$ cat src/hdl/sst_pkg.sv
`timescale 1ns / 1ps
package sst_pkg;

  localparam int TABLE_ENTRIES = 256;
  localparam int NAME_BYTES = 8;

  localparam int NAME_W = NAME_BYTES * 8;
  localparam int IDX_W = $clog2(TABLE_ENTRIES);
  localparam int CNT_W = IDX_W + 1;
  localparam int OP_W = 3;
  localparam int IN_NAME_W = 64;
  localparam int DEPTH_W = 8;
  localparam int FIELD_W = 8;
  localparam int STATUS_W = 2;

  typedef enum logic [OP_W-1:0] {
    OP_PUSH      = 3'd0,
    OP_PUSH_TEMP = 3'd1,
    OP_POP       = 3'd2,
    OP_CLR_TEMP  = 3'd3,
    OP_LOOKUP    = 3'd4,
    OP_QUERY     = 3'd5,
    OP_SET_INIT  = 3'd6,
    OP_CLR_DEEP  = 3'd7
  } op_e;

  // entry write, broadcast to all cells
  typedef struct packed {
    logic               en;
    logic [IDX_W-1:0]   idx;
    logic [NAME_W-1:0]  name;
    logic               is_const;
    logic [DEPTH_W-1:0] depth;
  } wr_t;

  // search key, held for the whole walk
  typedef struct packed {
    op_e                op;
    logic [NAME_W-1:0]  name;
    logic [DEPTH_W-1:0] depth;
    logic [CNT_W-1:0]   count;
  } key_t;

  // token that walks from cell 0 to the last cell
  typedef struct packed {
    logic             valid;
    logic             hit;
    logic [IDX_W-1:0] hit_idx;
    logic             hit_init;
    logic [CNT_W-1:0] keep;
  } probe_t;

endpackage

$ cat src/hdl/sst_cell.sv
`timescale 1ns / 1ps
module sst_cell
  import sst_pkg::*;
(
  input  logic             clk_i,
  input  logic             rst_ni,
  input  logic [IDX_W-1:0] idx_i,
  input  wr_t              wr_i,
  input  key_t             key_i,
  input  probe_t           probe_i,
  output probe_t           probe_o
);

  logic [NAME_W-1:0]  name_q;
  logic               const_q;
  logic               init_q;
  logic [DEPTH_W-1:0] depth_q;
  probe_t             probe_d, probe_q;
  logic               live, match, first;

  always_comb begin
    live    = {1'b0, idx_i} < key_i.count;
    match   = live && (name_q == key_i.name) && (depth_q == key_i.depth);
    first   = probe_i.valid && match && !probe_i.hit;
    probe_d = probe_i;
    if (first) begin
      probe_d.hit      = 1'b1;
      probe_d.hit_idx  = idx_i;
      probe_d.hit_init = init_q | (key_i.op == OP_SET_INIT);
    end
    // last named entry not deeper than the key depth so far
    if (live && (depth_q <= key_i.depth)) begin
      probe_d.keep = {1'b0, idx_i} + CNT_W'(1);
    end
  end

  always_ff @(posedge clk_i) begin
    if (wr_i.en && (wr_i.idx == idx_i)) begin
      name_q  <= wr_i.name;
      const_q <= wr_i.is_const;
      depth_q <= wr_i.depth;
      init_q  <= 1'b0;
    end else if (first && (key_i.op == OP_SET_INIT)) begin
      init_q <= 1'b1;
    end
  end

  always_ff @(posedge clk_i or negedge rst_ni) begin
    if (!rst_ni) begin
      probe_q <= '0;
    end else begin
      probe_q <= probe_d;
    end
  end

  assign probe_o = probe_q;

endmodule

$ cat config.mk
export PLATFORM = sky130hd
export DESIGN_NAME = sst_cell
export DESIGN_NICKNAME = d
export VERILOG_FILES = /design/src/hdl/sst_pkg.sv /design/src/hdl/sst_cell.sv
export SDC_FILE = /design/constraint.sdc
export NUM_CORES = 1
export LEC_CHECK = 0
export ABC_AREA = 1
export BUFFER_PORTS_ARGS = -buffer_cell sky130_fd_sc_hd__buf_2
export CAP_MARGIN = 10
export CORE_MARGIN = 4
export CORE_UTILIZATION = 45
export DETAILED_ROUTE_END_ITERATION = 10
export PLACE_DENSITY = 0.78
export REMOVE_ABC_BUFFERS = 1
export SLEW_MARGIN = 20
export SYNTH_ARGS = -nofsm -noshare
export SYNTH_HDL_FRONTEND = slang
export SYNTH_SLANG_ARGS = --single-unit
$ cat constraint.sdc
create_clock -name clk_i -period 1.75 [get_ports clk_i]
set_input_delay 0.35 -clock clk_i [delete_from_list [all_inputs] [get_ports clk_i]]
set_output_delay 0.35 -clock clk_i [all_outputs]
set_load 0.02 [all_outputs]
## Word-level counts from Yosys, hierarchy flattened

Index checks and enable logic that the tools add are counted.

| operators by class | value |
|---|---|
| $add $sub $neg | 1 |
| $lt $le $gt $ge | 2 |
| equality and inequality tests | 4 |
| muxes and demuxes | 2 |
| bitwise gates (word level) | 1 |
| reduce and logical (&&, ||, !) cells | 8 |

Operators with widths:

| cell | count |
|---|---|
| $eq A64 B64 Y1 | 1 |
| $eq A8 B8 Y1 | 2 |
| $mux W10 | 1 |
| $add A8 B1 Y9 const B | 1 |
| $lt A8 B9 Y1 | 1 |
| $mux W9 | 1 |
| $le A8 B8 Y1 | 1 |
| $logic_and A1 B1 Y1 | 7 |
| $eq A3 B3 Y1 const B | 1 |
| $logic_not A1 Y1 | 1 |
| $or A1 B1 Y1 | 1 |

| storage, ports and cells | value |
|---|---|
| flip-flop bits (word level) | 93 |
| bits of input ports | 196 |
| logic and storage cells | 26 |

## Logic depth before layout (Yosys ltp)

| logic depth | value |
|---|---|
| depth after elaboration | 6 |
| mapped depth | 14 |

## Least setup slack after synthesis

No wires, ideal clock.

| timing | value |
|---|---|
| path type | input to register |
| from | input port idx_i[5] |
| to | register depth_q[0], enable pin |
| library setup time | 0.503 ns |
| arrival time | 3.808 ns |
| required time | 1.247 ns |
| path slack | -2.561 ns |
| stages | 5 |
| cells stage by stage | inv_1 > o21ai_0 > a211oi_1 > nand3_1 > nor2_1 |

| between the ends | value |
|---|---|
| cells in the longest elaborated chain, start to end | 2 |

Ends and longest elaborated chain:

| item | line | text |
|---|---|---|
| from (decl) | sst_cell.sv:7 | `input logic [IDX_W-1:0] idx_i,` |
| $eq A8 B8 Y1 | sst_cell.sv:38 | `if (wr_i.en && (wr_i.idx == idx_i)) begin` |
| $logic_and A1 B1 Y1 | sst_cell.sv:38 |  |
| to (signal assigned) | sst_cell.sv:41 | `depth_q <= wr_i.depth;` |
| to (decl) | sst_cell.sv:17 | `logic [DEPTH_W-1:0] depth_q;` |

No other way between the ends.
A chain may end at the register's enable or synchronous reset.

==> results.tsv <==
metric	value	unit
DR DRC count	0	
flops & latches, synth	93	
P_leak	3.95	nW
Worst Path Max Fanout	5	
Hold Path Stages	1	
# H-tree levels	3	
Worst EP required	1.99	ns
Rows	39	
WL final	14.9	mm
Slew Viols, Final	0	
top-count cell post-synth	nand2_1	
via density per instance	4.58	
first-pass GRT wire length	23.2	mm
Initial Util	46.7	%
dpl cells	1056	
Final setup viols	0	
clk_lat worst skew	0.36	ns
Post-DP Area	0.00683	mm2
clock sink total	93	
Buf+Inv Stages, Crit Path	0	
post-DP HPWL	12.4	mm
RSZ-0062 raised after global routing	yes	
crit path launch type	flop	
status	finished clean	
io pins	216	
number of synthesized flops with an enable pin	72	
nets	1141	
GPL Wtd Cong	0.843	
initial DRC count	185	
Hold WC Path Type	input port to flop	
share of cells above drive strength 1	30.9	%
Syn Inst Count	684	
post-route minimum period	1.74	ns
final core occ	63.2	%
via count	4934	
post-synth top area share	39.8	%
Slew @ Worst Pin	0.483	ns
DRT Pass-1 Iters	4	
relative slew slack	67.8	%
asr flop ratio synth	21.5	%
vias in the first global route	4751	
reg-to-reg critical path startpoint	depth_q[7]	
Layout area overhead	35.2	%
die area	0.0139	mm2
Design Area, Final	0.00734	mm2
crit end category	flop	
Reg-to-Reg End	probe_o[17]	
Synth cell types	30	
Synth area leader	edfxtp_1	
DR WL/cell	13.9	um
Worst Path Arrival	1.98	ns
largest net degree at the start of global routing	37	
Max-Cap Viols	0	
Die Height	118	um
Syn Area/Cell	7.93	um2
Hold Slack	0.165	ns
all-layer global routing usage	21.4	%
remaining global-route overflow	0	
reg2reg path depth	10	
CP Cell Sequence	ha_4, nand2_4, nor2_4, nand2_2, nor2_4, nand3b_4, nor2_8, nand4_4, nand2_1, nand2_1	
register area share after synthesis	49.4	%
Fill cells	1040	
R2R setup slack	0.009	ns
CP Depth	10	
CP peak stage delay	0.41	ns
clk slew on worst S/H paths	0.07	ns
Area contributors post-synth	edfxtp_1, nand2_1, inv_1, dfrtp_1, nor2_1	
final period utilization	99.5	%
Hold Fails Final Rpt	0	
hold_sp	wr_i[71]	
commonest cells in the synthesized netlist	nand2_1, inv_1, nor2_1	
Top FF cell, synth	edfxtp_1	
Pwr Density	718	mW/mm2
TritonCTS clock tree	done	
initial antenna violation count	2	
TritonCTS buffer count	9	
fmax	0.574	GHz
Clock Path Buffers	2	
maximum vdd drop	0.779	mV
CP top delay family	simple AND/OR/NAND/NOR gates	
synth warn	0	
Die Width	118	um
Crit Path Category	flop to flop	
setup TNS	0	ns
Root Buffer	clkbuf_16	
slowest stage cell on the critical path	edfxtp_1	
floorplan core area	0.0116	mm2
Final Non-Filler Cells	1078	
IO Port Bufs	214	
worst hold endpoint	name_q[62]	
Worst Skew	0.00906	ns
synthesized area	0.00543	mm2
ANT nets after route	0	
area by class of cell:
class                   count  area, um2  area share [%]
repair buffers            234       1250            17.1
clock buffers              14        275            3.75
multi-input cells         455       2400            32.7
clock inverters             2       38.8           0.529
inverters                 136        510            6.96
diodes                      1       2.50          0.0341
well taps                 143        179            2.44
flip-flops and latches     93       2680            36.6
cells in the final DEF, fill, tap and decap left out, types with 4 or more instances in the layout:
cell type,instances
xor2_1,9
buf_4,16
a21oi_1,7
nand4_1,23
buf_2,214
o21ai_1,9
dfrtp_1,20
xnor2_1,13
ha_4,4
nand2_1,235
nor2_4,8
nand3_1,17
inv_1,136
nor2_1,70
nand2_2,10
o21ai_0,6
edfxtp_1,72
clkbuf_16,10
ha_1,12
nor2_2,5
metal layers:
metal | part of all wire, % | GRT usage [%] | up-vias
li1 | - | - | 2620
met2 | 49 | 36.9 | 151
met5 | 0.087 | 0 | -
met4 | 2.2 | 7.55 | 2
met1 | 41 | 25.5 | 2139
met3 | 7.2 | 6.10 | 22
sequential cells by signal, indices dropped and copies added (netlist names):
name,cells
probe_o,20
name_q,64
depth_q,8
init_q,1
report_power, final:
part / leakage [nW] / switching [mW] / total (mW) / internal (mW)
clock: 0.153 / 0.812 / 2.05 / 1.24
sequential: 0.892 / 0.0131 / 2.44 / 2.43
combinational: 2.90 / 0.421 / 0.771 / 0.350
worst max-delay path by stage:
stage                from          end  slack, ns
5_1_grt        depth_q[7]  probe_o[17]      -0.13
3_5_place_dp     idx_i[7]  probe_o[12]      -0.19
3_3_place_gp     idx_i[7]   probe_o[9]      -0.16
4_1_cts        depth_q[1]  probe_o[17]     -0.006
2_1_floorplan    idx_i[5]   depth_q[0]      -2.56
6_report       depth_q[7]  probe_o[17]      0.009
kinds of logic after synthesis:
kind of cell	count (synthesis)	synth area share [%]
xor+xnor	25	4.04
flops	93	49.4
buf+inv	138	9.57
fa+ha+maj	16	3.69
compound gates	28	2.79
simple gates	384	30.5
stage by stage:
step                      worst slack (ns)  power (mW)
after floorplan                      -2.56        2.83
after global placement              -0.163        3.21
after detailed placement            -0.190        3.23
after CTS                         -0.00565        5.29
after global routing                -0.130        5.51
final                              0.00859        5.27
what timing repair did:
action / 4_1_cts / 5_1_grt
endpoints found under the setup margin: 18 / 19
endpoints found under the hold margin: 20 / 0
buffers inserted: 2 / 0
hold buffers: 1 / 0
pin swaps: 3 / 15
cloned: 1 / 1
resized for setup: 6 / 21
Power figures use the tool's default switching activity.
