===== src/hdl/sst_pkg.sv =====
`timescale 1ns / 1ps
package sst_pkg;

  localparam int TABLE_ENTRIES = 256;
  localparam int NAME_BYTES = 8;

  localparam int NAME_W = NAME_BYTES * 8;
  localparam int IDX_W = $clog2(TABLE_ENTRIES);
  localparam int CNT_W = IDX_W + 1;
  localparam int OP_W = 3;
  localparam int IN_NAME_W = 64;
  localparam int DEPTH_W = 8;
  localparam int FIELD_W = 8;
  localparam int STATUS_W = 2;

  typedef enum logic [OP_W-1:0] {
    OP_PUSH      = 3'd0,
    OP_PUSH_TEMP = 3'd1,
    OP_POP       = 3'd2,
    OP_CLR_TEMP  = 3'd3,
    OP_LOOKUP    = 3'd4,
    OP_QUERY     = 3'd5,
    OP_SET_INIT  = 3'd6,
    OP_CLR_DEEP  = 3'd7
  } op_e;

  // entry write, broadcast to all cells
  typedef struct packed {
    logic               en;
    logic [IDX_W-1:0]   idx;
    logic [NAME_W-1:0]  name;
    logic               is_const;
    logic [DEPTH_W-1:0] depth;
  } wr_t;

  // search key, held for the whole walk
  typedef struct packed {
    op_e                op;
    logic [NAME_W-1:0]  name;
    logic [DEPTH_W-1:0] depth;
    logic [CNT_W-1:0]   count;
  } key_t;

  // token that walks from cell 0 to the last cell
  typedef struct packed {
    logic             valid;
    logic             hit;
    logic [IDX_W-1:0] hit_idx;
    logic             hit_init;
    logic [CNT_W-1:0] keep;
  } probe_t;

endpackage


===== src/hdl/sst_ctrl.sv =====
`timescale 1ns / 1ps
module sst_ctrl
  import sst_pkg::*;
(
  input  logic                 clk_i,
  input  logic                 rst_ni,
  input  logic                 in_valid_i,
  output logic                 in_stall_o,
  input  logic [OP_W-1:0]      op_i,
  input  logic [IN_NAME_W-1:0] name_i,
  input  logic                 is_const_i,
  input  logic [DEPTH_W-1:0]   depth_i,
  output logic                 out_valid_o,
  input  logic                 out_stall_i,
  output logic [FIELD_W-1:0]   address_o,
  output logic                 init_flag_o,
  output logic [STATUS_W-1:0]  status_o,
  output logic [FIELD_W-1:0]   temp_index_o,
  output wr_t                  wr_o,
  output key_t                 key_o,
  output probe_t               launch_o,
  input  probe_t               probe_i
);

  typedef enum logic {
    ST_IDLE,
    ST_SCAN
  } state_e;

  typedef enum logic [STATUS_W-1:0] {
    STAT_OK        = 2'd0,
    STAT_NOT_FOUND = 2'd1,
    STAT_FULL      = 2'd2
  } status_e;

  typedef struct packed {
    logic [FIELD_W-1:0] address;
    logic               init_flag;
    status_e            status;
    logic [FIELD_W-1:0] temp_index;
  } res_t;

  state_e             state_q, state_d;
  logic [CNT_W-1:0]   count_q, count_d;
  // one past the next free temporary slot, so an exhausted top reads as zero
  logic [CNT_W-1:0]   tmp_q, tmp_d;
  logic [CNT_W-1:0]   tmp_m1;
  key_t               key_q, key_d;
  logic               launch_q, launch_d;
  res_t               out_q, out_d, pend_q, pend_d, res;
  logic               out_valid_q, out_valid_d, pend_valid_q, pend_valid_d;
  logic               accept, out_take, res_valid, full;
  op_e                in_op;

  assign in_stall_o = (state_q != ST_IDLE) || pend_valid_q;
  assign accept     = in_valid_i && !in_stall_o;
  assign out_take   = out_valid_q && !out_stall_i;
  assign in_op      = op_e'(op_i);
  assign full       = count_q >= tmp_q;
  assign tmp_m1     = tmp_q - CNT_W'(1);

  always_comb begin
    state_d   = state_q;
    count_d   = count_q;
    tmp_d     = tmp_q;
    key_d     = key_q;
    launch_d  = 1'b0;
    res_valid = 1'b0;
    res       = '0;
    wr_o      = '0;
    wr_o.name     = name_i[NAME_W-1:0];
    wr_o.is_const = is_const_i;
    wr_o.depth    = depth_i;

    if (state_q == ST_IDLE) begin
      if (accept) begin
        res_valid = 1'b1;
        case (in_op)
          OP_PUSH: begin
            if (full) begin
              res.status = STAT_FULL;
            end else begin
              wr_o.en     = 1'b1;
              wr_o.idx    = count_q[IDX_W-1:0];
              res.address = FIELD_W'(count_q);
              count_d     = count_q + CNT_W'(1);
            end
          end
          OP_PUSH_TEMP: begin
            if (full) begin
              res.status = STAT_FULL;
            end else begin
              wr_o.en     = 1'b1;
              wr_o.idx    = tmp_m1[IDX_W-1:0];
              res.address = FIELD_W'(tmp_m1);
              tmp_d       = tmp_m1;
            end
          end
          OP_POP: begin
            if (count_q != '0) count_d = count_q - CNT_W'(1);
          end
          OP_CLR_TEMP: begin
            tmp_d = CNT_W'(TABLE_ENTRIES);
          end
          default: begin
            // lookup, query, set and clear-deeper walk the cell chain
            res_valid   = 1'b0;
            key_d.op    = in_op;
            key_d.name  = name_i[NAME_W-1:0];
            key_d.depth = depth_i;
            key_d.count = count_q;
            launch_d    = 1'b1;
            state_d     = ST_SCAN;
          end
        endcase
      end
    end else if (probe_i.valid) begin
      res_valid = 1'b1;
      state_d   = ST_IDLE;
      if (key_q.op == OP_CLR_DEEP) begin
        count_d = probe_i.keep;
      end else if (probe_i.hit) begin
        res.address   = FIELD_W'(probe_i.hit_idx);
        res.init_flag = probe_i.hit_init;
      end else begin
        res.status = STAT_NOT_FOUND;
      end
    end
    res.temp_index = (tmp_d == '0) ? '1 : FIELD_W'(tmp_d - CNT_W'(1));
  end

  // output register with one skid entry behind it
  always_comb begin
    out_d        = out_q;
    out_valid_d  = out_valid_q;
    pend_d       = pend_q;
    pend_valid_d = pend_valid_q;
    if (!out_valid_q || out_take) begin
      if (pend_valid_q) begin
        out_d        = pend_q;
        out_valid_d  = 1'b1;
        pend_d       = res;
        pend_valid_d = res_valid;
      end else begin
        out_d       = res;
        out_valid_d = res_valid;
      end
    end else if (res_valid) begin
      pend_d       = res;
      pend_valid_d = 1'b1;
    end
  end

  always_ff @(posedge clk_i or negedge rst_ni) begin
    if (!rst_ni) begin
      state_q      <= ST_IDLE;
      count_q      <= '0;
      tmp_q        <= CNT_W'(TABLE_ENTRIES);
      key_q        <= '0;
      launch_q     <= 1'b0;
      out_q        <= '0;
      out_valid_q  <= 1'b0;
      pend_q       <= '0;
      pend_valid_q <= 1'b0;
    end else begin
      state_q      <= state_d;
      count_q      <= count_d;
      tmp_q        <= tmp_d;
      key_q        <= key_d;
      launch_q     <= launch_d;
      out_q        <= out_d;
      out_valid_q  <= out_valid_d;
      pend_q       <= pend_d;
      pend_valid_q <= pend_valid_d;
    end
  end

  always_comb begin
    launch_o          = '0;
    launch_o.valid    = launch_q;
    launch_o.hit_init = 1'b0;
  end

  assign key_o        = key_q;
  assign out_valid_o  = out_valid_q;
  assign address_o    = out_q.address;
  assign init_flag_o  = out_q.init_flag;
  assign status_o     = out_q.status;
  assign temp_index_o = out_q.temp_index;

  a_named_below_temps: assert property (@(posedge clk_i) disable iff (!rst_ni)
    count_q <= tmp_q)
    else $error("named entries overlap the temporary region");

  a_skid_behind_out: assert property (@(posedge clk_i) disable iff (!rst_ni)
    pend_valid_q |-> out_valid_q)
    else $error("skid entry held while output register empty");

  a_probe_in_scan: assert property (@(posedge clk_i) disable iff (!rst_ni)
    (probe_i.valid || launch_q) |-> (state_q == ST_SCAN))
    else $error("probe in flight outside a scan");

  a_scan_ends: assert property (@(posedge clk_i) disable iff (!rst_ni)
    (state_q == ST_SCAN && probe_i.valid) |=> (state_q == ST_IDLE))
    else $error("scan did not finish when the probe returned");

endmodule


===== config.mk =====
export PLATFORM = sky130hd
export DESIGN_NAME = sst_ctrl
export DESIGN_NICKNAME = d
export VERILOG_FILES = /design/src/hdl/sst_pkg.sv /design/src/hdl/sst_ctrl.sv
export SDC_FILE = /design/constraint.sdc
export NUM_CORES = 1
export LEC_CHECK = 0
export ABC_AREA = 1
export BUFFER_PORTS_ARGS = -buffer_cell sky130_fd_sc_hd__buf_2
export CAP_MARGIN = 20
export CORE_MARGIN = 2
export CORE_UTILIZATION = 51
export CTS_BUF_LIST = sky130_fd_sc_hd__clkbuf_8
export DETAILED_ROUTE_END_ITERATION = 8
export MAX_ROUTING_LAYER = met4
export PLACE_DENSITY = 0.86
export REMOVE_ABC_BUFFERS = 1
export SLEW_MARGIN = 10
export SYNTH_ARGS = -nofsm -noshare
export SYNTH_HDL_FRONTEND = slang
export SYNTH_SLANG_ARGS = --single-unit

===== constraint.sdc =====
create_clock -name clk_i -period 3.45 [get_ports clk_i]
set_input_delay 0.345 -clock clk_i [delete_from_list [all_inputs] [get_ports clk_i]]
set_output_delay 0.345 -clock clk_i [all_outputs]
set_load 0.01 [all_outputs]

# After elaboration in Yosys (flattened, before gate mapping)
# Cells that the tools add are included.
# W data, S select, Z words.
# classes
n_addsub	4
magnitude_cmp	1
n_eq_ne	9
muxes	48
bitwise	2
n_reduce_logical	18
# ops
operator	count
$mux W9	14
$mux W19	4
$pmux W9 S2	3
$mux W8	5
$mux W11	2
$sub A9 B1 Y9 const B	2
$pmux W8 S2	1
$mux W1	15
$add A9 B1 Y9 const B	1
$ge A9 B9 Y1	1
$logic_not A9 Y1	1
$reduce_bool A9 Y1	1
$mux W2	4
$sub A8 B1 Y8 const B	1
$eq A3 B2 Y1 const B	2
$ne A3 B3 Y1 const B	2
$reduce_and A6 Y1	1
$ne A2 B2 Y1 const B	2
$reduce_bool A2 Y1	2
$reduce_or A4 Y1	1
$eq A3 B1 Y1 const B	1
$eq A3 B3 Y1 const B	1
$logic_not A1 Y1	3
$logic_not A3 Y1	1
8 further kinds	11
# totals
regBits	144
in_bits	100
out_inout_bits	207
wordCells	100

# Longest topological paths before layout
# Gate-level depths: netlist (run 1).
# depth
ltp_word	9
mapped_depth	21
mapped_depth_nobuf	19

# Worst setup path before layout (run 1)
# OpenSTA, ideal clock, no wires.
# synth_timing
path_type	register -> register
from	register tmp_q[8]
to	register out_q (netlist bit temp_index_o[0])
setup_time_ns	0.120
arrival_time_ns	2.642
path_slack_ns	0.688
path_stages_with_launch	19
period_less_slack_ns	2.762
cell_sequence	dfstp_2 inv_1 ha_1 nand2_2 inv_2 a21oi_4 nand2_2 nor2_4 ha_1 nor2_1 a21oi_4 ha_1 nand3_1 nor2_2 nand2_2 buf_6 nand2_1 o21ai_1 nand2_1
# synth_via
elab_chain_cells	8
# synth_rtl
element	line	source
start: declaration	sst_ctrl.sv:46	logic [CNT_W-1:0] tmp_q, tmp_d;
start signal: assignment	sst_ctrl.sv:158	tmp_q <= CNT_W'(TABLE_ENTRIES);
start signal: assignment	sst_ctrl.sv:168	tmp_q <= tmp_d;
$ge A9 B9 Y1 or $sub A9 B1 Y9 (tied branches)	sst_ctrl.sv:59, sst_ctrl.sv:60	
$mux W9	sst_ctrl.sv:90	if (full) begin
$pmux W9 S2	sst_ctrl.sv:78	case (in_op)
$mux W9	sst_ctrl.sv:76	if (accept) begin
$mux W9 *	sst_ctrl.sv:75	if (state_q == ST_IDLE) begin
$sub A8 B1 Y8 or $logic_not A9 Y1 (tied branches)	sst_ctrl.sv:129	res.temp_index = (tmp_d == '0) ? '1 : FIELD_W'(tmp_d - CNT_W'(1));
$mux W8 *	sst_ctrl.sv:129	
$mux W19 *	sst_ctrl.sv:139	if (pend_valid_q) begin
end signal: assignment	sst_ctrl.sv:171	out_q <= out_d;
end: declaration	sst_ctrl.sv:50	res_t out_q, out_d, pend_q, pend_d, res;
# Mark *: on every way between the ends. The rest lies on a longest branch, timed or not.
# A chain may end at the register's enable or synchronous reset.

==> results.json, run 1 <==
{
  "ys_seq_area_frac": 0.463,
  "dr.pass1.iters": 5,
  "viasPerCell": 5.03,
  "place.gp.congestion": 0.910,
  "slew_headroom": 0.426,
  "path_buf_inv": 4,
  "setup_violations": 0,
  "start_kind": "register",
  "drc": 0,
  "finalCritPeriodShare": 0.930,
  "cts_buffer_depth": 2,
  "area_growth_pct": 17.8,
  "hp-class": "primary input to register",
  "yosys.area.top_type_share": 0.460,
  "grt_pass1_wl_um": 34000,
  "rsz0062_at_grt": "false",
  "slew_violations": 0,
  "drv_cap": 0,
  "core-area_mm2": 0.0150,
  "crit_chain": "inv_1 > ha_1 > nand2_2 > inv_2 > a21oi_4 > nand2_2 > nor2_4 > nand4_4 > o21ai_0 > inv_1 > nor2_1 > buf_2",
  "grt_pass1_vias": 6775,
  "multiInputGateArea_mm2": 0.00309,
  "ys_warn_count": 0,
  "cts_buffers": 17,
  "clk_pin_slew_worst_paths_ps": 90,
  "h-tree-depth": 4,
  "synth_edf_count": 0,
  "fmax_mhz": 312,
  "worstMarginPinSlew_ps": 857,
  "die_y_um": 128,
  "synth_area_leader_cell": "dfrtp_1",
  "fin_util": 0.609,
  "clkLatencyLatePin_ps": 460,
  "cpMaxStageDelayCell": "dfstp_2",
  "synthFlopType": "dfrtp_1",
  "die_x_um": 128,
  "antennaDiodeCount": 0,
  "gr-total-overflow": 0,
  "rrSetupSlack_ps": 360,
  "placementRows": 45,
  "wl_per_cell_um": 15.6,
  "dr_total_vias": 7007,
  "nets": 1313,
  "wirelength_um": 21700,
  "cts_tree": "built",
  "total_power_w": 0.00715,
  "cp.arrival_ps": 2860,
  "num_io_pins": 307,
  "ys_top_cells_by_area": "dfrtp_1 (46%), nand2_1 (18%), buf_4 (9.1%)",
  "place_area_mm2": 0.00875,
  "async_flop_share": 1.00,
  "status": "completed",
  "crit_type": "register to output pin",
  "critPathTopFamily": "simple AND/OR/NAND/NOR gates",
  "ant_nets": 0,
  "synth_area_per_cell_um2": 7.88,
  "cts.sinks": 144,
  "finalCriticalPeriod_ps": 3210,
  "finish.instance_area_mm2": 0.00916,
  "start_util": 0.518,
  "synth_cells": 987,
  "peakVddDrop_mv": 0.380,
  "dieArea_mm2": 0.0163,
  "area.sequential_mm2": 0.00360,
  "hold_viol": 0,
  "ys_types": 41,
  "p_leak_nw": 5.20,
  "hpwl_um": 16500,
  "tns_ps": 0,
  "clockRootBuffer": "clkbuf_8",
  "ys_seq_elements": 144,
  "grt_use_total": 0.277,
  "syn-cell-area_mm2": 0.00778,
  "cp.required_ps": 3110,
  "io_buffer_count": 285,
  "critical-path-max-stage-delay_ps": 520,
  "p_per_area_mw_per_mm2": 781,
  "clock-skew-final_ps": 16.4,
  "antenna_found_initial": 0,
  "crit_path_max_fanout": 9,
  "grt_max_degree": 88,
  "worst_hold_slack_ps": 70.3,
  "drive_above_1_share": 0.300,
  "drtIter0Drc": 443,
  "end_kind": "output pin",
  "nFillCells": 1345
}
state kept, by name (all words and copies together) (netlist names), 2 cells and up:
signal	flops
status_o	2
address_o	8
key_o	84
temp_index_o	8
pend_q	19
tmp_q	9
count_q	9
logic make-up after synthesis:
group           after synthesis  synth area share
flops                       144             0.463
fa+ha+maj                    21            0.0347
buf+inv                     212             0.150
xor+xnor                      8           0.00901
simple gates                487             0.260
other cells                   1          0.000482
compound gates              114            0.0827
stage by stage:
| step | std cells | setup WS, ps |
|---|---|---|
| after global placement | 1360 | 430 |
| after global routing | 1393 | 18.8 |
| after floorplan | 877 | -2180 |
| after CTS | 1393 | 203 |
| after detailed placement | 1360 | 361 |
| final | 1393 | 242 |
routing by layer:
metal | GRT usage | vias up | wire, um
met2 | 0.459 | 273 | 10800
li1 | - | 3387 | -
met4 | 0.0970 | 0 | 506
met3 | 0.0653 | 34 | 1600
met1 | 0.335 | 3313 | 8800
met5 | - | - | 0
area by class of cell:
class / instances / share of cell area
flip-flops and latches: 144 / 0.393
well taps: 188 / 0.0257
multi-input cells: 649 / 0.337
clock buffers: 19 / 0.0285
repair buffers: 296 / 0.166
inverters: 84 / 0.0344
clock inverters: 13 / 0.0153
layout by cell type (no fill, tap or decap), drive strengths merged:
cell	instances
clkinv	7
fa	1
nand4	11
nand3	27
nand3b	1
o21bai	2
o22ai	3
xnor2	4
a21oi	31
nor3	1
clkinvlp	2
or2	1
xor2	4
a22oi	1
buf	295
conb	19
inv	86
dlygate4sd3	1
dfstp	1
ha	20
o211ai	3
a31oi	2
nand2	386
dfrtp	143
o21ai	66
nor2	58
clkbuf	19
o32ai	5
bufinv	2
nor4	2
o31ai	1
power by group:
| group | switching (W) | total, W | internal, W |
|---|---|---|---|
| combinational | 0.00206 | 0.00321 | 0.00114 |
| sequential | 0.000352 | 0.00258 | 0.00223 |
| clock | 0.000680 | 0.00136 | 0.000681 |
| total | 0.00310 | 0.00715 | 0.00406 |
synth_stat cells, types with 5 or more instances:
| cell | number |
|---|---|
| o21ai_1 | 8 |
| nand2_1 | 376 |
| clkbuf_1 | 25 |
| nor2_1 | 48 |
| nand4_1 | 10 |
| o32ai_1 | 5 |
| buf_1 | 5 |
| dfrtp_1 | 143 |
| inv_1 | 79 |
| nand3_1 | 25 |
| nor2_4 | 6 |
| o21ai_0 | 57 |
| nand2_2 | 10 |
| ha_1 | 20 |
| a21oi_1 | 28 |
| buf_4 | 94 |
final timing paths:
kind                                   end  cells past startpoint   startpoint
setup / recovery                  wr_o[75]                     12     tmp_q[8]
hold reg to reg                  key_o[13]                      2    key_o[13]
min in group asynchronous         key_o[8]                      2       rst_ni
hold / removal                     state_q                      2  probe_i[19]
setup reg to reg           temp_index_o[3]                     17     tmp_q[8]
max in group asynchronous         tmp_q[8]                      3       rst_ni
what timing repair did:
action	4_1_cts	5_1_grt
hold buffers	1	0
resized for setup	0	0
hold endpoints to repair	52	0
buffers inserted	0	0
No activity file was read; power rests on OpenSTA's default activity.
==> run 2: changes to the inputs <==
MAX_ROUTING_LAYER = not set   (was met4)
==> run 2 against run 1 <==
Compared with the run above:
- routed wire length fell by 1.4%
- non-clock buffer count shrank 2
- worst hold slack improved by 28 ps
- fmax grew 0.51%
- final area is 0.63% higher
- sequential share of layout area is 0.25 points lower
- critical path type unchanged
- critical endpoint unchanged
- largest power group unchanged
==> results.json, run 2 (synthesis results as in run 1) <==
{
  "total_power_w": 0.00731,
  "dr.pass1.iters": 5,
  "final_cell_mix": "nand2_1 (376), buf_2 (284), dfrtp_1 (143)",
  "cts_tree": "built",
  "rrSetupSlack_ps": 370,
  "grt_use_total": 0.268,
  "h-tree-depth": 4,
  "drtIter0Drc": 352,
  "start_util": 0.518,
  "hpwl_um": 16000,
  "finalNonFillerCells": 1389,
  "drv_cap": 0,
  "drive_above_1_share": 0.299,
  "dp.cells": 1358,
  "slew_headroom": 0.406,
  "area_growth_pct": 18.5,
  "end_kind": "output pin",
  "post-place-ws_ps": 383,
  "die_x_um": 128,
  "core-area_mm2": 0.0150,
  "finalCriticalPeriod_ps": 3190,
  "cts_resized": 0,
  "antennaDiodeCount": 0,
  "num_io_pins": 307,
  "timing.rr.end": "temp_index_o[2]",
  "wl_per_cell_um": 15.4,
  "setup_violations": 0,
  "clkLatencyLatePin_ps": 450,
  "clockRootBuffer": "clkbuf_8",
  "rsz0062_at_grt": "false",
  "hold_viol": 0,
  "place.gp.congestion": 0.918,
  "grt_pass1_vias": 6871,
  "r2r-start": "tmp_q[8]",
  "ant_nets": 0,
  "cp.arrival_ps": 2850,
  "status": "completed",
  "finalCritPeriodShare": 0.925,
  "dr_total_vias": 6951,
  "crit_type": "register to output pin",
  "dieArea_mm2": 0.0163,
  "grt_pass1_wl_um": 34200,
  "cts_setup_buffers": 0,
  "placementRows": 45,
  "cts_buffers": 17,
  "slew_violations": 0,
  "nets": 1311,
  "io_buffer_count": 285,
  "gr-total-overflow": 0,
  "peakVddDrop_mv": 0.396,
  "fmax_mhz": 313,
  "worstMarginPinSlew_ps": 887,
  "layout_commonest_cell": "nand2_1",
  "start_kind": "register",
  "clk_pin_slew_worst_paths_ps": 80,
  "drc": 0,
  "clock-skew-final_ps": 7.70,
  "p_per_area_mw_per_mm2": 793,
  "tns_ps": 0,
  "grt_max_degree": 89,
  "viasPerCell": 5.00,
  "reg2reg_depth": 17,
  "largest_reg_flops": 84,
  "cts.sinks": 144,
  "crit_end": "wr_o[75]",
  "cp.required_ps": 3110,
  "die_y_um": 128,
  "wirelength_um": 21400,
  "setup_ws_ps": 259,
  "cts_buffer_depth": 2,
  "p_leak_nw": 5.23,
  "crit_path_max_fanout": 9,
  "antenna_found_initial": 0,
  "postCtsHoldBufs": 1,
  "hp-class": "primary input to register",
  "worstSetupStartpoint": "tmp_q[8]"
}
[run 2: power by group]
group	internal (W)	total [W]	switching, W
sequential	0.00223	0.00258	0.000349
clock	0.000888	0.00154	0.000648
combinational	0.00115	0.00320	0.00205
total	0.00427	0.00731	0.00304
[run 2: how the worst min path moves through the flow]
stage                startpoint      endpoint  slack (ps)  cells after the start
floorplan                rst_ni  address_o[0]          50                      0
global placement         rst_ni      key_o[8]         340                      1
detailed placement       rst_ni      key_o[6]         340                      1
CTS                 probe_i[19]       state_q          70                      2
global route         name_i[57]     key_o[74]          90                      3
finish              probe_i[19]       state_q         100                      2
[run 2: stage by stage]
| stage | hold slack, ps | area, um2 | utilization |
|---|---|---|---|
| 2_1_floorplan | 49.4 | 7000 | - |
| 6_report | 98.6 | 9220 | 0.613 |
| 5_1_grt | 88.6 | 9220 | 0.613 |
| 4_1_cts | 66.8 | 9220 | 0.613 |
| 3_5_place_dp | 339 | 8760 | 0.583 |
| 3_3_place_gp | 341 | 8760 | 0.583 |
[run 2: routing by layer]
| metal | track usage | wire length (um) |
|---|---|---|
| met4 | 0.107 | 602 |
| met1 | 0.336 | 8880 |
| met5 | 0 | 0 |
| met3 | 0.0716 | 1480 |
| met2 | 0.444 | 10500 |
[run 2: layout make-up]
class	count	area [um2]
inverter	84	315
clock buffer	19	262
timing repair buffer	294	1530
sequential	144	3600
multi-input combinational	649	3090
clock inverter	11	188
fill	1314	5810
tap	188	235
[run 2: worst max-delay path: stages, from the launching register on]
cell and delay [ps]:
dfstp_2 520, inv_1 50, ha_1 300, nand2_2 120, inv_2 50, a21oi_4 220, nand2_2 90, nor2_4 190
nand4_4 190, o21ai_0 310, inv_1 120, nor2_1 100, buf_2 140
==> run 3: changes to the inputs <==
CORE_MARGIN = 5   (was 2)
CORE_UTILIZATION = 46   (was 51)
PLACE_DENSITY = 0.82   (was 0.86)
RECOVER_POWER = 100   (was not set)
clock period = 2.64 ns   (was 3.45 ns; I/O delays follow)
==> run 3 against run 2 <==
Compared with the run above:
- the run now ends with max-capacitance violations, max-slew violations, negative setup slack left
- worst hold slack lost 75 ps
- global-route usage shrank 3.2 points
- flip-flop and latch count did not move
- final cell count grew 7.4%
- critical endpoint is now wr_o[77]
- highest routed layer unchanged
==> results.json, run 3 (synthesis results as in run 1) <==
{
  "worstMarginPinSlew_ps": 1890,
  "violations": "max-capacitance violations, max-slew violations, negative setup slack",
  "place.gp.congestion": 0.977,
  "place_area_mm2": 0.00911,
  "worst_hold_slack_ps": 23.3,
  "crit_path_max_fanout": 5,
  "reg2reg_depth": 19,
  "clkLatencyLatePin_ps": 460,
  "finish.instance_area_mm2": 0.00981,
  "viasPerCell": 4.96,
  "cts_buffers": 17,
  "ant_nets": 0,
  "worstSetupStartpoint": "tmp_q[8]",
  "setup_violations": 25,
  "cts_tree": "built",
  "clockRootBuffer": "clkbuf_8",
  "dieArea_mm2": 0.0196,
  "drc": 0,
  "clk_pin_slew_worst_paths_ps": 80,
  "crit_type": "register to output pin",
  "status": "finished, violations left",
  "p_leak_nw": 5.06,
  "drv_cap": 1,
  "antenna_found_initial": 0,
  "largest_reg_flops": 84,
  "timing.rr.end": "temp_index_o[4]",
  "fin_util": 0.591,
  "wirelength_um": 24400,
  "slew_violations": 35,
  "dp.cells": 1431,
  "setup_ws_ps": -243,
  "die_x_um": 140,
  "tns_ps": -3910,
  "start_util": 0.469,
  "cts.sinks": 144,
  "clock-skew-final_ps": 11.0,
  "slew_headroom": -0.258,
  "layout_commonest_cell": "nand2_1",
  "rsz0062_at_grt": "true",
  "finalCritPeriodShare": 1.09,
  "core-area_mm2": 0.0166,
  "rrSetupSlack_ps": -220,
  "h-tree-depth": 4,
  "gr-total-overflow": 0,
  "r2r-start": "tmp_q[4]",
  "dr.pass1.iters": 7,
  "drive_above_1_share": 0.212,
  "area_growth_pct": 26.1,
  "grt_pass1_vias": 7368,
  "hold_viol": 0,
  "crit_end": "wr_o[77]",
  "dr_total_vias": 7404,
  "p_sw_frac": 0.431,
  "cp.required_ps": 2380,
  "grt_use_total": 0.237,
  "cts_buffer_depth": 2,
  "p_per_area_mw_per_mm2": 1100,
  "drtIter0Drc": 507,
  "fmax_mhz": 347,
  "start_kind": "register",
  "placementRows": 47,
  "grt_pass1_wl_um": 37400,
  "num_io_pins": 307,
  "final_cell_mix": "nand2_1 (374), clkbuf_1 (181), dfrtp_1 (143)",
  "hpwl_um": 17500,
  "pwr-share-clk": 0.178,
  "hp-class": "primary input to register",
  "wl_per_cell_um": 16.4,
  "io_buffer_count": 285,
  "intPower_w": 0.00612,
  "finalCriticalPeriod_ps": 2880,
  "power_switching_w": 0.00463,
  "nets": 1379,
  "grt_max_degree": 76,
  "cp.arrival_ps": 2620,
  "end_kind": "output pin",
  "pwr-share-seq": 0.309,
  "die_y_um": 140,
  "p_comb_frac": 0.513,
  "peakVddDrop_mv": 0.485,
  "finalNonFillerCells": 1492
}
==> run 3: worst min-delay path by stage <==
stage | start | end | slack, ps | depth (start not counted)
final | name_i[40] | key_o[57] | 20 | 3
after detailed placement | rst_ni | key_o[8] | 170 | 1
after floorplan | rst_ni | address_o[0] | -30 | 0
after CTS | name_i[63] | key_o[80] | 0.5 | 3
after global routing | name_i[3] | key_o[20] | 7 | 3
after global placement | rst_ni | key_o[8] | 170 | 1
==> run 3: critical path, cell delays in order (launching register included) <==
cell	delay, ps
dfstp_2	540
inv_2	60
ha_4	230
nand2_2	80
nand2_2	70
a21oi_4	130
nand2_2	90
nor2_4	100
buf_6	120
nand4_4	150
buf_6	190
o32ai_2	100
inv_1	80
nor2_1	80
buf_2	140
==> run 3: routing by layer <==
| layer | global-route usage | up-vias | wire length [um] |
|---|---|---|---|
| met5 | 0 | - | 0 |
| met4 | 0.0882 | 0 | 740 |
| met3 | 0.0818 | 56 | 2150 |
| met2 | 0.414 | 337 | 12700 |
| met1 | 0.267 | 3490 | 8810 |
| li1 | - | 3521 | - |
==> run 3: timing repair <==
| action | CTS | global route |
|---|---|---|
| pin swaps | 10 | 21 |
| gates cloned | 1 | 1 |
| setup buffers | 11 | 5 |
| hold endpoints to repair | 42 | 0 |
| resized for setup | 44 | 25 |
| hold buffers | 11 | 0 |
| endpoints found under the setup margin | 25 | 34 |
==> run 3: final cells by class <==
class / instances / area (um2)
Sequential cell: 144 / 3600
Fill cell: 1543 / 6780
Inverter: 84 / 318
Multi-Input combinational cell: 650 / 3300
Clock buffer: 17 / 234
Antenna cell: 1 / 2.50
Tap cell: 220 / 275
Timing Repair Buffer: 361 / 1880
Clock inverter: 15 / 195
==> run 3: power by group through the flow <==
stage               logic, W  registers, W  clock network [W]
floorplan            0.00245       0.00358                  0
CTS                  0.00530       0.00330            0.00195
global placement     0.00458       0.00329                  0
global route         0.00606       0.00340            0.00205
detailed placement   0.00470       0.00331                  0
finish               0.00552       0.00332            0.00191
==> run 3: per-stage QoR <==
step / total power, W / setup slack (ps)
floorplan: 0.00603 / -2990
global placement: 0.00787 / -200
detailed placement: 0.00801 / -264
CTS: 0.0105 / -190
global route: 0.0115 / -457
finish: 0.0108 / -243
